<file path="src/hw/rtl/phc_pkg.sv">
package phc_pkg;

    // Register indexes of the configuration port.
    localparam logic [2:0] CFG_TARGET_HEADING = 3'd0;
    localparam logic [2:0] CFG_TURN_REVERSE   = 3'd1;
    localparam logic [2:0] CFG_GAIN_P         = 3'd2;
    localparam logic [2:0] CFG_GAIN_I         = 3'd3;
    localparam logic [2:0] CFG_GAIN_D         = 3'd4;
    localparam logic [2:0] CFG_INT_WINDOW     = 3'd5;
    localparam logic [2:0] CFG_TIMEOUT_MS     = 3'd6;
    localparam logic [2:0] CFG_USE_MAGNITUDE  = 3'd7;

    localparam int CFG_IDX_W  = 3;
    localparam int CFG_DATA_W = 16;

    // Default drive limits in wheel power units.
    localparam logic signed [7:0] BRAKE_LEVEL_DEF = 8'sd10;
    localparam logic signed [7:0] POWER_LIMIT_DEF = 8'sd127;

    typedef struct packed {
        logic [15:0] target_heading;
        logic        turn_reverse;
        logic [15:0] gain_p;
        logic [15:0] gain_i;
        logic [15:0] gain_d;
        logic [14:0] integral_window;
        logic [15:0] timeout_ms;
        logic        use_magnitude;
    } t_cfg;

    // Error stage result: signed values carried as raw two's complement bits.
    typedef struct packed {
        logic        brake;
        logic [16:0] err;
        logic [17:0] diff;
        logic [31:0] integ;
    } t_err_stage;

    // Product stage result.
    typedef struct packed {
        logic        brake;
        logic [33:0] prod_p;
        logic [48:0] prod_i;
        logic [34:0] prod_d;
    } t_prod_stage;

endpackage

</file>
<file path="src/hw/rtl/phc_err.sv">
module phc_err (
    input  logic                      i_clk,
    input  logic                      i_rst_n,
    input  phc_pkg::t_cfg             i_cfg,
    input  logic                      i_load,
    input  logic                      i_valid,
    input  logic                      i_kind,
    input  logic [15:0]               i_heading,
    input  logic [15:0]               i_elapsed_ms,
    output logic                      o_valid,
    output phc_pkg::t_err_stage       o_stage
);
    import phc_pkg::*;

    logic        r_running;
    logic        r_expired;
    logic [16:0] r_prev_err;
    logic [31:0] r_integral;
    logic        r_valid;
    t_err_stage  r_stage;

    logic        w_fire;
    logic        w_brake;
    logic        w_run;
    logic [16:0] w_prev_base;
    logic [31:0] w_int_base;
    logic [16:0] w_head;
    logic [16:0] w_pos;
    logic [16:0] w_err;
    logic [17:0] w_diff;
    logic [16:0] w_mag;
    logic        w_in_window;
    logic [32:0] w_sum;
    logic [31:0] w_sum_sat;
    logic [31:0] w_int_new;
    logic        w_expire;

    assign w_fire  = i_load & i_valid;
    // A pending brake takes the next item, whatever its kind.
    assign w_brake = r_running & r_expired;
    assign w_run   = r_running | i_kind;

    // A start sample sees cleared history.
    assign w_prev_base = i_kind ? 17'd0 : r_prev_err;
    assign w_int_base  = i_kind ? 32'd0 : r_integral;

    assign w_head = {i_heading[15], i_heading};
    assign w_pos  = (i_cfg.use_magnitude && i_heading[15]) ? (17'd0 - w_head) : w_head;
    assign w_err  = {i_cfg.target_heading[15], i_cfg.target_heading} - w_pos;
    assign w_diff = {w_err[16], w_err} - {w_prev_base[16], w_prev_base};

    // The magnitude is read as unsigned, so the most negative error stays large.
    assign w_mag       = w_err[16] ? (17'd0 - w_err) : w_err;
    assign w_in_window = w_mag < {2'b00, i_cfg.integral_window};

    assign w_sum = {w_int_base[31], w_int_base} + {{16{w_err[16]}}, w_err};

    always_comb begin
        if (w_sum[32] != w_sum[31]) begin
            w_sum_sat = w_sum[32] ? 32'h8000_0000 : 32'h7FFF_FFFF;
        end else begin
            w_sum_sat = w_sum[31:0];
        end
    end

    assign w_int_new = w_in_window ? w_sum_sat : 32'd0;
    assign w_expire  = i_elapsed_ms >= i_cfg.timeout_ms;

    always_ff @(posedge i_clk) begin
        if (!i_rst_n) begin
            r_running  <= 1'b0;
            r_expired  <= 1'b0;
            r_prev_err <= 17'd0;
            r_integral <= 32'd0;
            r_valid    <= 1'b0;
        end else begin
            if (i_load) begin
                r_valid <= w_fire & (w_brake | w_run);
            end
            if (w_fire) begin
                if (w_brake) begin
                    r_running <= 1'b0;
                    r_expired <= 1'b0;
                end else if (w_run) begin
                    r_running  <= 1'b1;
                    r_expired  <= w_expire;
                    r_prev_err <= w_err;
                    r_integral <= w_int_new;
                end
            end
        end
    end

    always_ff @(posedge i_clk) begin
        if (i_load) begin
            r_stage.brake <= w_brake;
            r_stage.err   <= w_err;
            r_stage.diff  <= w_diff;
            r_stage.integ <= w_int_new;
        end
    end

    assign o_valid = r_valid;
    assign o_stage = r_stage;

    a_idle_not_expired: assert property (@(posedge i_clk) disable iff (!i_rst_n)
        !r_running |-> !r_expired)
        else $error("brake pending while no turn is running");

    a_brake_ends_turn: assert property (@(posedge i_clk) disable iff (!i_rst_n)
        (w_fire && w_brake) |=> (!r_running && r_valid && r_stage.brake))
        else $error("brake item did not end the turn");

endmodule

</file>
<file path="src/hw/rtl/phc_mul.sv">
module phc_mul (
    input  logic                      i_clk,
    input  logic                      i_rst_n,
    input  phc_pkg::t_cfg             i_cfg,
    input  logic                      i_load,
    input  logic                      i_valid,
    input  phc_pkg::t_err_stage       i_stage,
    output logic                      o_valid,
    output phc_pkg::t_prod_stage      o_stage
);
    import phc_pkg::*;

    logic               r_valid;
    t_prod_stage        r_stage;
    logic signed [33:0] w_prod_p;
    logic signed [48:0] w_prod_i;
    logic signed [34:0] w_prod_d;

    // Gains are unsigned Q8.8; a zero sign bit makes them signed operands.
    assign w_prod_p = $signed({1'b0, i_cfg.gain_p}) * $signed(i_stage.err);
    assign w_prod_i = $signed({1'b0, i_cfg.gain_i}) * $signed(i_stage.integ);
    assign w_prod_d = $signed({1'b0, i_cfg.gain_d}) * $signed(i_stage.diff);

    always_ff @(posedge i_clk) begin
        if (!i_rst_n) begin
            r_valid <= 1'b0;
        end else if (i_load) begin
            r_valid <= i_valid;
        end
    end

    always_ff @(posedge i_clk) begin
        if (i_load) begin
            r_stage.brake  <= i_stage.brake;
            r_stage.prod_p <= w_prod_p;
            r_stage.prod_i <= w_prod_i;
            r_stage.prod_d <= w_prod_d;
        end
    end

    assign o_valid = r_valid;
    assign o_stage = r_stage;

endmodule

</file>
<file path="src/hw/rtl/phc_out.sv">
module phc_out #(
    parameter logic signed [7:0] BRAKE_LEVEL = phc_pkg::BRAKE_LEVEL_DEF,
    parameter logic signed [7:0] POWER_LIMIT = phc_pkg::POWER_LIMIT_DEF
) (
    input  logic                      i_clk,
    input  logic                      i_rst_n,
    input  phc_pkg::t_cfg             i_cfg,
    input  logic                      i_load,
    input  logic                      i_valid,
    input  phc_pkg::t_prod_stage      i_stage,
    output logic                      o_valid,
    output logic signed [7:0]         o_left_power,
    output logic signed [7:0]         o_right_power,
    output logic                      o_braking
);
    import phc_pkg::*;

    localparam logic signed [41:0] LIM_HI = 42'(POWER_LIMIT);
    localparam logic signed [41:0] LIM_LO = -42'(POWER_LIMIT);

    logic               r_valid;
    logic signed [7:0]  r_left;
    logic signed [7:0]  r_right;
    logic               r_braking;

    logic signed [49:0] w_sum;
    logic signed [41:0] w_shift;
    logic signed [41:0] w_quot;
    logic signed [7:0]  w_power;
    logic signed [7:0]  w_left;

    assign w_sum = 50'($signed(i_stage.prod_p)) + 50'($signed(i_stage.prod_i))
                 + 50'($signed(i_stage.prod_d));

    // Divide by 256 with truncation toward zero.
    assign w_shift = w_sum[49:8];
    assign w_quot  = (w_sum[49] && (w_sum[7:0] != 8'd0)) ? (w_shift + 42'sd1) : w_shift;

    always_comb begin
        if (w_quot > LIM_HI) begin
            w_power = POWER_LIMIT;
        end else if (w_quot < LIM_LO) begin
            w_power = -POWER_LIMIT;
        end else begin
            w_power = w_quot[7:0];
        end
    end

    // The left wheel follows the turn direction; the right wheel mirrors it.
    always_comb begin
        if (i_stage.brake) begin
            w_left = i_cfg.turn_reverse ? BRAKE_LEVEL : -BRAKE_LEVEL;
        end else begin
            w_left = i_cfg.turn_reverse ? -w_power : w_power;
        end
    end

    always_ff @(posedge i_clk) begin
        if (!i_rst_n) begin
            r_valid <= 1'b0;
        end else if (i_load) begin
            r_valid <= i_valid;
        end
    end

    always_ff @(posedge i_clk) begin
        if (i_load) begin
            r_left    <= w_left;
            r_right   <= -w_left;
            r_braking <= i_stage.brake;
        end
    end

    assign o_valid       = r_valid;
    assign o_left_power  = r_left;
    assign o_right_power = r_right;
    assign o_braking     = r_braking;

endmodule

</file>
<file path="src/hw/rtl/pid_heading_controller_top.sv">
// PID heading controller for a timed point turn. Each request on the input
// channel is one gyro heading sample with the milliseconds elapsed in the turn;
// a sample with kind set starts a new turn and clears the controller history.
// The block answers each sample of a running turn with one pair of opposite
// wheel powers, kp*e + ki*sum + kd*(e - last_e) scaled by 1/256 (Q8.8 gains),
// truncated toward zero and limited to +-POWER_LIMIT (127 by default), where
// the integral only builds up while the error magnitude stays below the
// configured window. Once a sample reaches the configured timeout, the next
// request of either kind is answered with a single brake command of power
// BRAKE_LEVEL (10 by default, braking set) and the block goes idle; ordinary
// samples while idle are dropped without a result.
// The block takes one request per clock cycle while no stall holds it back,
// and passes each request through these registers in order: an input register,
// the error and integral stage (which closes the only state loop), the
// product stage with its three multipliers, and the output register that sums
// and limits. Each stage holds its request only while the stage behind it is
// stalled, so bubbles close up and the input keeps flowing while a result
// waits, until every stage is full. Configuration registers are written through
// a plain write port and must only be changed while no request is in flight.
module pid_heading_controller_top #(
    parameter logic signed [7:0] BRAKE_LEVEL = phc_pkg::BRAKE_LEVEL_DEF,
    parameter logic signed [7:0] POWER_LIMIT = phc_pkg::POWER_LIMIT_DEF
) (
    input  logic                            i_clk,
    input  logic                            i_rst_n,

    input  logic                            i_cfg_we,
    input  logic [phc_pkg::CFG_IDX_W-1:0]   i_cfg_index,
    input  logic [phc_pkg::CFG_DATA_W-1:0]  i_cfg_data,

    input  logic                            i_in_valid,
    output logic                            o_in_stall,
    input  logic                            i_kind,
    input  logic signed [15:0]              i_heading,
    input  logic [15:0]                     i_elapsed_ms,

    output logic                            o_out_valid,
    input  logic                            i_out_stall,
    output logic signed [7:0]               o_left_power,
    output logic signed [7:0]               o_right_power,
    output logic                            o_braking
);
    import phc_pkg::*;

    t_cfg        r_cfg;

    // Input register.
    logic        r_in_valid;
    logic        r_kind;
    logic [15:0] r_heading;
    logic [15:0] r_elapsed;

    logic        w_err_valid;
    t_err_stage  w_err_stage;
    logic        w_prod_valid;
    t_prod_stage w_prod_stage;

    // Per-stage load enables: a stage may load when it is empty or the stage
    // behind it is loading too.
    logic        w_ld_out;
    logic        w_ld_prod;
    logic        w_ld_err;
    logic        w_ld_in;

    assign w_ld_out  = !o_out_valid || !i_out_stall;
    assign w_ld_prod = !w_prod_valid || w_ld_out;
    assign w_ld_err  = !w_err_valid || w_ld_prod;
    assign w_ld_in   = !r_in_valid || w_ld_err;

    assign o_in_stall = !w_ld_in;

    // Configuration registers.
    always_ff @(posedge i_clk) begin
        if (!i_rst_n) begin
            r_cfg.target_heading  <= 16'd0;
            r_cfg.turn_reverse    <= 1'b0;
            r_cfg.gain_p          <= 16'd0;
            r_cfg.gain_i          <= 16'd0;
            r_cfg.gain_d          <= 16'd0;
            r_cfg.integral_window <= 15'd0;
            r_cfg.timeout_ms      <= 16'd0;
            r_cfg.use_magnitude   <= 1'b1;
        end else if (i_cfg_we) begin
            case (i_cfg_index)
                CFG_TARGET_HEADING: r_cfg.target_heading  <= i_cfg_data;
                CFG_TURN_REVERSE:   r_cfg.turn_reverse    <= i_cfg_data[0];
                CFG_GAIN_P:         r_cfg.gain_p          <= i_cfg_data;
                CFG_GAIN_I:         r_cfg.gain_i          <= i_cfg_data;
                CFG_GAIN_D:         r_cfg.gain_d          <= i_cfg_data;
                CFG_INT_WINDOW:     r_cfg.integral_window <= i_cfg_data[14:0];
                CFG_TIMEOUT_MS:     r_cfg.timeout_ms      <= i_cfg_data;
                CFG_USE_MAGNITUDE:  r_cfg.use_magnitude   <= i_cfg_data[0];
                default: begin
                end
            endcase
        end
    end

    always_ff @(posedge i_clk) begin
        if (!i_rst_n) begin
            r_in_valid <= 1'b0;
        end else if (w_ld_in) begin
            r_in_valid <= i_in_valid;
        end
    end

    always_ff @(posedge i_clk) begin
        if (w_ld_in) begin
            r_kind    <= i_kind;
            r_heading <= i_heading;
            r_elapsed <= i_elapsed_ms;
        end
    end

    phc_err u_err (
        .i_clk        (i_clk),
        .i_rst_n      (i_rst_n),
        .i_cfg        (r_cfg),
        .i_load       (w_ld_err),
        .i_valid      (r_in_valid),
        .i_kind       (r_kind),
        .i_heading    (r_heading),
        .i_elapsed_ms (r_elapsed),
        .o_valid      (w_err_valid),
        .o_stage      (w_err_stage)
    );

    phc_mul u_mul (
        .i_clk   (i_clk),
        .i_rst_n (i_rst_n),
        .i_cfg   (r_cfg),
        .i_load  (w_ld_prod),
        .i_valid (w_err_valid),
        .i_stage (w_err_stage),
        .o_valid (w_prod_valid),
        .o_stage (w_prod_stage)
    );

    phc_out #(
        .BRAKE_LEVEL (BRAKE_LEVEL),
        .POWER_LIMIT (POWER_LIMIT)
    ) u_out (
        .i_clk         (i_clk),
        .i_rst_n       (i_rst_n),
        .i_cfg         (r_cfg),
        .i_load        (w_ld_out),
        .i_valid       (w_prod_valid),
        .i_stage       (w_prod_stage),
        .o_valid       (o_out_valid),
        .o_left_power  (o_left_power),
        .o_right_power (o_right_power),
        .o_braking     (o_braking)
    );

    // The wheels always turn against each other.
    a_wheels_opposed: assert property (@(posedge i_clk) disable iff (!i_rst_n)
        o_out_valid |-> ((o_left_power + o_right_power) == 8'sd0))
        else $error("wheel powers are not opposite");

    // Drive power never reaches the unused most negative code.
    a_power_in_range: assert property (@(posedge i_clk) disable iff (!i_rst_n)
        o_out_valid |-> (o_left_power != -8'sd128))
        else $error("wheel power outside the limit");

    // With nothing waiting at the output, the whole pipeline moves.
    a_no_stall_when_empty: assert property (@(posedge i_clk) disable iff (!i_rst_n)
        !o_out_valid |-> !o_in_stall)
        else $error("input stalled while the output is empty");

endmodule

</file>
<file path="config.mk">
export PLATFORM = sky130hd
export DESIGN_NAME = pid_heading_controller_top
export DESIGN_NICKNAME = d
export VERILOG_FILES = /design/src/hw/rtl/phc_pkg.sv /design/src/hw/rtl/phc_err.sv /design/src/hw/rtl/phc_mul.sv /design/src/hw/rtl/phc_out.sv /design/src/hw/rtl/pid_heading_controller_top.sv
export SDC_FILE = /design/constraint.sdc
export NUM_CORES = 2
export LEC_CHECK = 0
export BUFFER_PORTS_ARGS = -buffer_cell sky130_fd_sc_hd__buf_2
export CAP_MARGIN = 20
export CORE_AREA = 2 2 520 522
export CTS_CLUSTER_DIAMETER = 100
export DETAILED_ROUTE_END_ITERATION = 8
export DIE_AREA = 0 0 522 524
export GPL_TIMING_DRIVEN = 0
export HOLD_SLACK_MARGIN = 0.05
export PLACE_DENSITY = 0.41
export SLEW_MARGIN = 30
export SYNTH_ARGS = -nofsm -noshare
export SYNTH_HDL_FRONTEND = slang
export SYNTH_SLANG_ARGS = --single-unit
</file>
<file path="constraint.sdc">
create_clock -name i_clk -period 19.1 [get_ports i_clk]
set_input_delay 3.82 -clock i_clk [delete_from_list [all_inputs] [get_ports i_clk]]
set_output_delay 3.82 -clock i_clk [all_outputs]
set_load 0.01 [all_outputs]
</file>
==> impl_metrics.py <==
metrics = {
    "layout": {
        "final_nets": 8482,
        "area_growth_pct": 11.4,
        "multi_input_area_mm2": 0.0454,
        "drive_gt1_frac": 0.0379,
        "fillers": 29000,
        "ff_latch_area_mm2": 0.0101,
        "final_core_utilization": 0.255,
    },
    "timing": {
        "clock.fmax_mhz": 96.2,
        "fin_crit_ns": 10.39,
        "rsz0062_at_grt": "false",
        "tns_ns": 0,
        "slew_headroom": 0.317,
        "worstMarginPinSlew_ns": 1.02,
        "fin_skew_ns": 0.107,
        "hold_viol": 0,
        "final-setup-viol-count": 0,
        "drv_slew": 0,
        "finalCritPeriodShare": 0.544,
    },
    "clock_network": {
        "cts_hold_buffers": 0,
        "clock_sinks": 388,
        "cts_buffer_depth": 3,
        "cts_tree": "yes",
        "htreeDepth": 2,
        "cts_resized": 0,
        "root_buffer": "clkbuf_16",
        "clkLatencyLatePin_ns": 0.74,
        "cts_inserted_buffers": 56,
        "path_clk_slew_ns": 0.06,
        "postCtsSetupRepairBufs": 0,
    },
    "synthesis": {
        "synth_top_cell_by_area": "fa_1",
        "yosysSeqAreaShare": 0.165,
        "yosys-top-cells-count": "1273 x inv_1, 1044 x fa_1, 1034 x nand2_1, 482 x ha_1, 459 x and2_1",
        "synth_top_area_frac": 0.341,
        "synth_most_common_cell": "inv_1",
        "netlist_top_cells_area": "fa_1 34%, edfxtp_1 12%, ha_1 9.8%, inv_1 7.8%, nand2_1 6.3%",
        "yosys_warnings": 0,
        "synth_nets": 8345,
        "synthFlopType": "edfxtp_1",
        "synth_area_mm2": 0.0613,
        "async_flop_share": 0,
        "synth_edf_count": 236,
        "synthCells": 6762,
        "synth_seq_cells": 388,
        "ys_types": 95,
        "syn_avg_cell_area_um2": 9.06,
    },
    "global_route": {
        "grt_pass1_wl_um": 301000,
        "grt_pass1_vias": 48100,
        "overflow": 0,
        "antenna_found_initial": 12,
        "grt_max_degree": 92,
        "grt_usage": 0.145,
    },
    "worst_setup_path": {
        "crit_required_ns": 19.50,
        "crit_type": "register to register",
        "worstSetupEndpointType": "register",
        "reg2reg_slack_ns": 8.71,
        "crit_fanout": 27,
        "worstSetupEndpoint": "u_err.o_stage[9]",
        "reg2reg_from": "r_heading[15]",
        "crit_path_start_kind": "register",
        "critical_path.max_stage_delay_ns": 0.78,
        "r2r_end": "u_err.o_stage[9]",
        "crit_path_top_delay_cell": "o21ai_0",
        "reg2reg_depth": 32,
        "cp.arrival_ns": 10.79,
        "crit_start": "r_heading[15]",
    },
    "floorplanning": {
        "core-area_mm2": 0.267,
        "die_w_um": 522,
        "dieHeight_um": 524,
        "fp-row-count": 190,
        "ioPinCount": 76,
        "start_util": 0.229,
        "dieArea_mm2": 0.274,
    },
    "detailed_routing": {
        "num_vias": 45100,
        "dr.pass1.iters": 8,
        "ant_nets": 0,
        "routed_wl_um": 196000,
        "drc_errors": 0,
        "routedWlPerCell_um": 18.7,
        "drt_iter0_drc": 2387,
        "vias_per_cell": 4.30,
    },
    "power": {
        "max-vdd-ir-drop_mv": 0.127,
        "power.density_mw_per_mm2": 113,
        "power_leakage_uw": 0.0294,
    },
    "status": {
        "outcome": "finished, final reports clean",
    },
    "placed_design": {
        "hpwl_um": 165000,
        "place.gp.congestion": 0.874,
        "portBuffers": 72,
    },
    "worst_hold_path": {
        "hp-class": "register to register",
    },
    "flow_run": {
        "max_cap_viol_count": 0,
    },
}
==> where the power goes <==
group          internal, uW  total (uW)  leakage, uW  switching [uW]
Sequential             1150        1450      0.00388             300
Combinational          1800        5170       0.0246            3370
Clock                   652        1110     0.000951             454
==> layer usage <==
layer	part of all wire	vias up	GRT usage	wire length [um]
li1	-	21500	-	-
met1	0.46	22500	0.197	90100
met2	0.45	946	0.232	87400
met3	0.055	192	0.0261	10900
met4	0.040	0	0.0504	7750
met5	0	-	0	0
==> registers in the layout, summed over array words and instances, names as in the netlist, 7 cells and up <==
name	flops
u_err.r_prev_err	17
u_out.o_right_power	8
r_elapsed	16
u_err.o_stage	68
r_cfg	97
u_err.r_integral	32
u_out.o_left_power	7
u_mul.o_stage	119
r_heading	16
==> logic make-up after synthesis <==
family                     synth area share
AOI/OAI and AO/OA                    0.0906
buffers and inverters                0.0947
muxes                               0.00212
DFF                                   0.165
and+or+nand+nor                       0.175
adders and majority gates             0.439
xor gates and xnor gates             0.0327
==> cells in the final DEF (no fill, tap or decap), types with 30 or more instances in the layout <==
master / n
and3_1: 30
clkbuf_16: 56
nor2b_1: 74
nand2b_1: 57
nor3_1: 79
nand3_1: 85
dfxtp_1: 152
edfxtp_1: 236
xnor2_1: 169
a21o_1: 56
nor2_1: 257
ha_1: 482
buf_2: 83
nand2_1: 1032
o21ai_0: 168
and2_1: 459
clkbuf_1: 243
a21boi_0: 135
fa_1: 1044
inv_1: 1272
nand4_1: 32
a21oi_1: 187
xor2_1: 54
a31oi_1: 31
==> area by class of cell <==
class,count,share of cell area
multi-input combinational,4838,0.666
sequential,388,0.148
inverter,1275,0.0702
tap,3552,0.0651
clock buffer,72,0.0223
buffer,261,0.0150
timing repair buffer,79,0.00695
clock inverter,33,0.00636
antenna,6,0.000220
==> critical path: cells and delay by family (launching register included) <==
kind	cells	cell delay, ns
AOI/OAI and AO/OA	17	5.07
buffers and inverters	4	1.62
and+or+nand+nor	7	1.31
adders and majority gates	2	1.08
DFF	1	0.47
muxes	2	0.44
==> worst min path at each step <==
stage                         start                    to  slack (ns)  cells past startpoint
2_1_floorplan     u_err.o_stage[67]    u_mul.o_stage[118]        0.40                      0
3_5_place_dp   u_err.r_integral[13]  u_err.r_integral[13]        0.43                      2
3_3_place_gp   u_err.r_integral[30]  u_err.r_integral[30]        0.43                      2
6_report        u_err.r_integral[7]   u_err.r_integral[7]        0.45                      2
5_1_grt        u_err.r_integral[26]  u_err.r_integral[26]        0.47                      2
4_1_cts        u_err.r_integral[13]  u_err.r_integral[13]        0.45                      2
==> metrics by stage <==
step | total power [uW] | instance area (um^2) | std cells | hold slack [ns] | setup slack, ns
after floorplan | 4920 | 61300 | 6762 | 0.400 | 10.09
after global placement | 6610 | 66100 | 10400 | 0.426 | 7.16
after detailed placement | 6640 | 66300 | 10400 | 0.434 | 8.61
after CTS | 7810 | 68300 | 10500 | 0.448 | 8.48
after global routing | 8430 | 68300 | 10500 | 0.473 | 7.86
final | 7720 | 68300 | 10500 | 0.446 | 8.71
(Power assumes the default switching activity.)
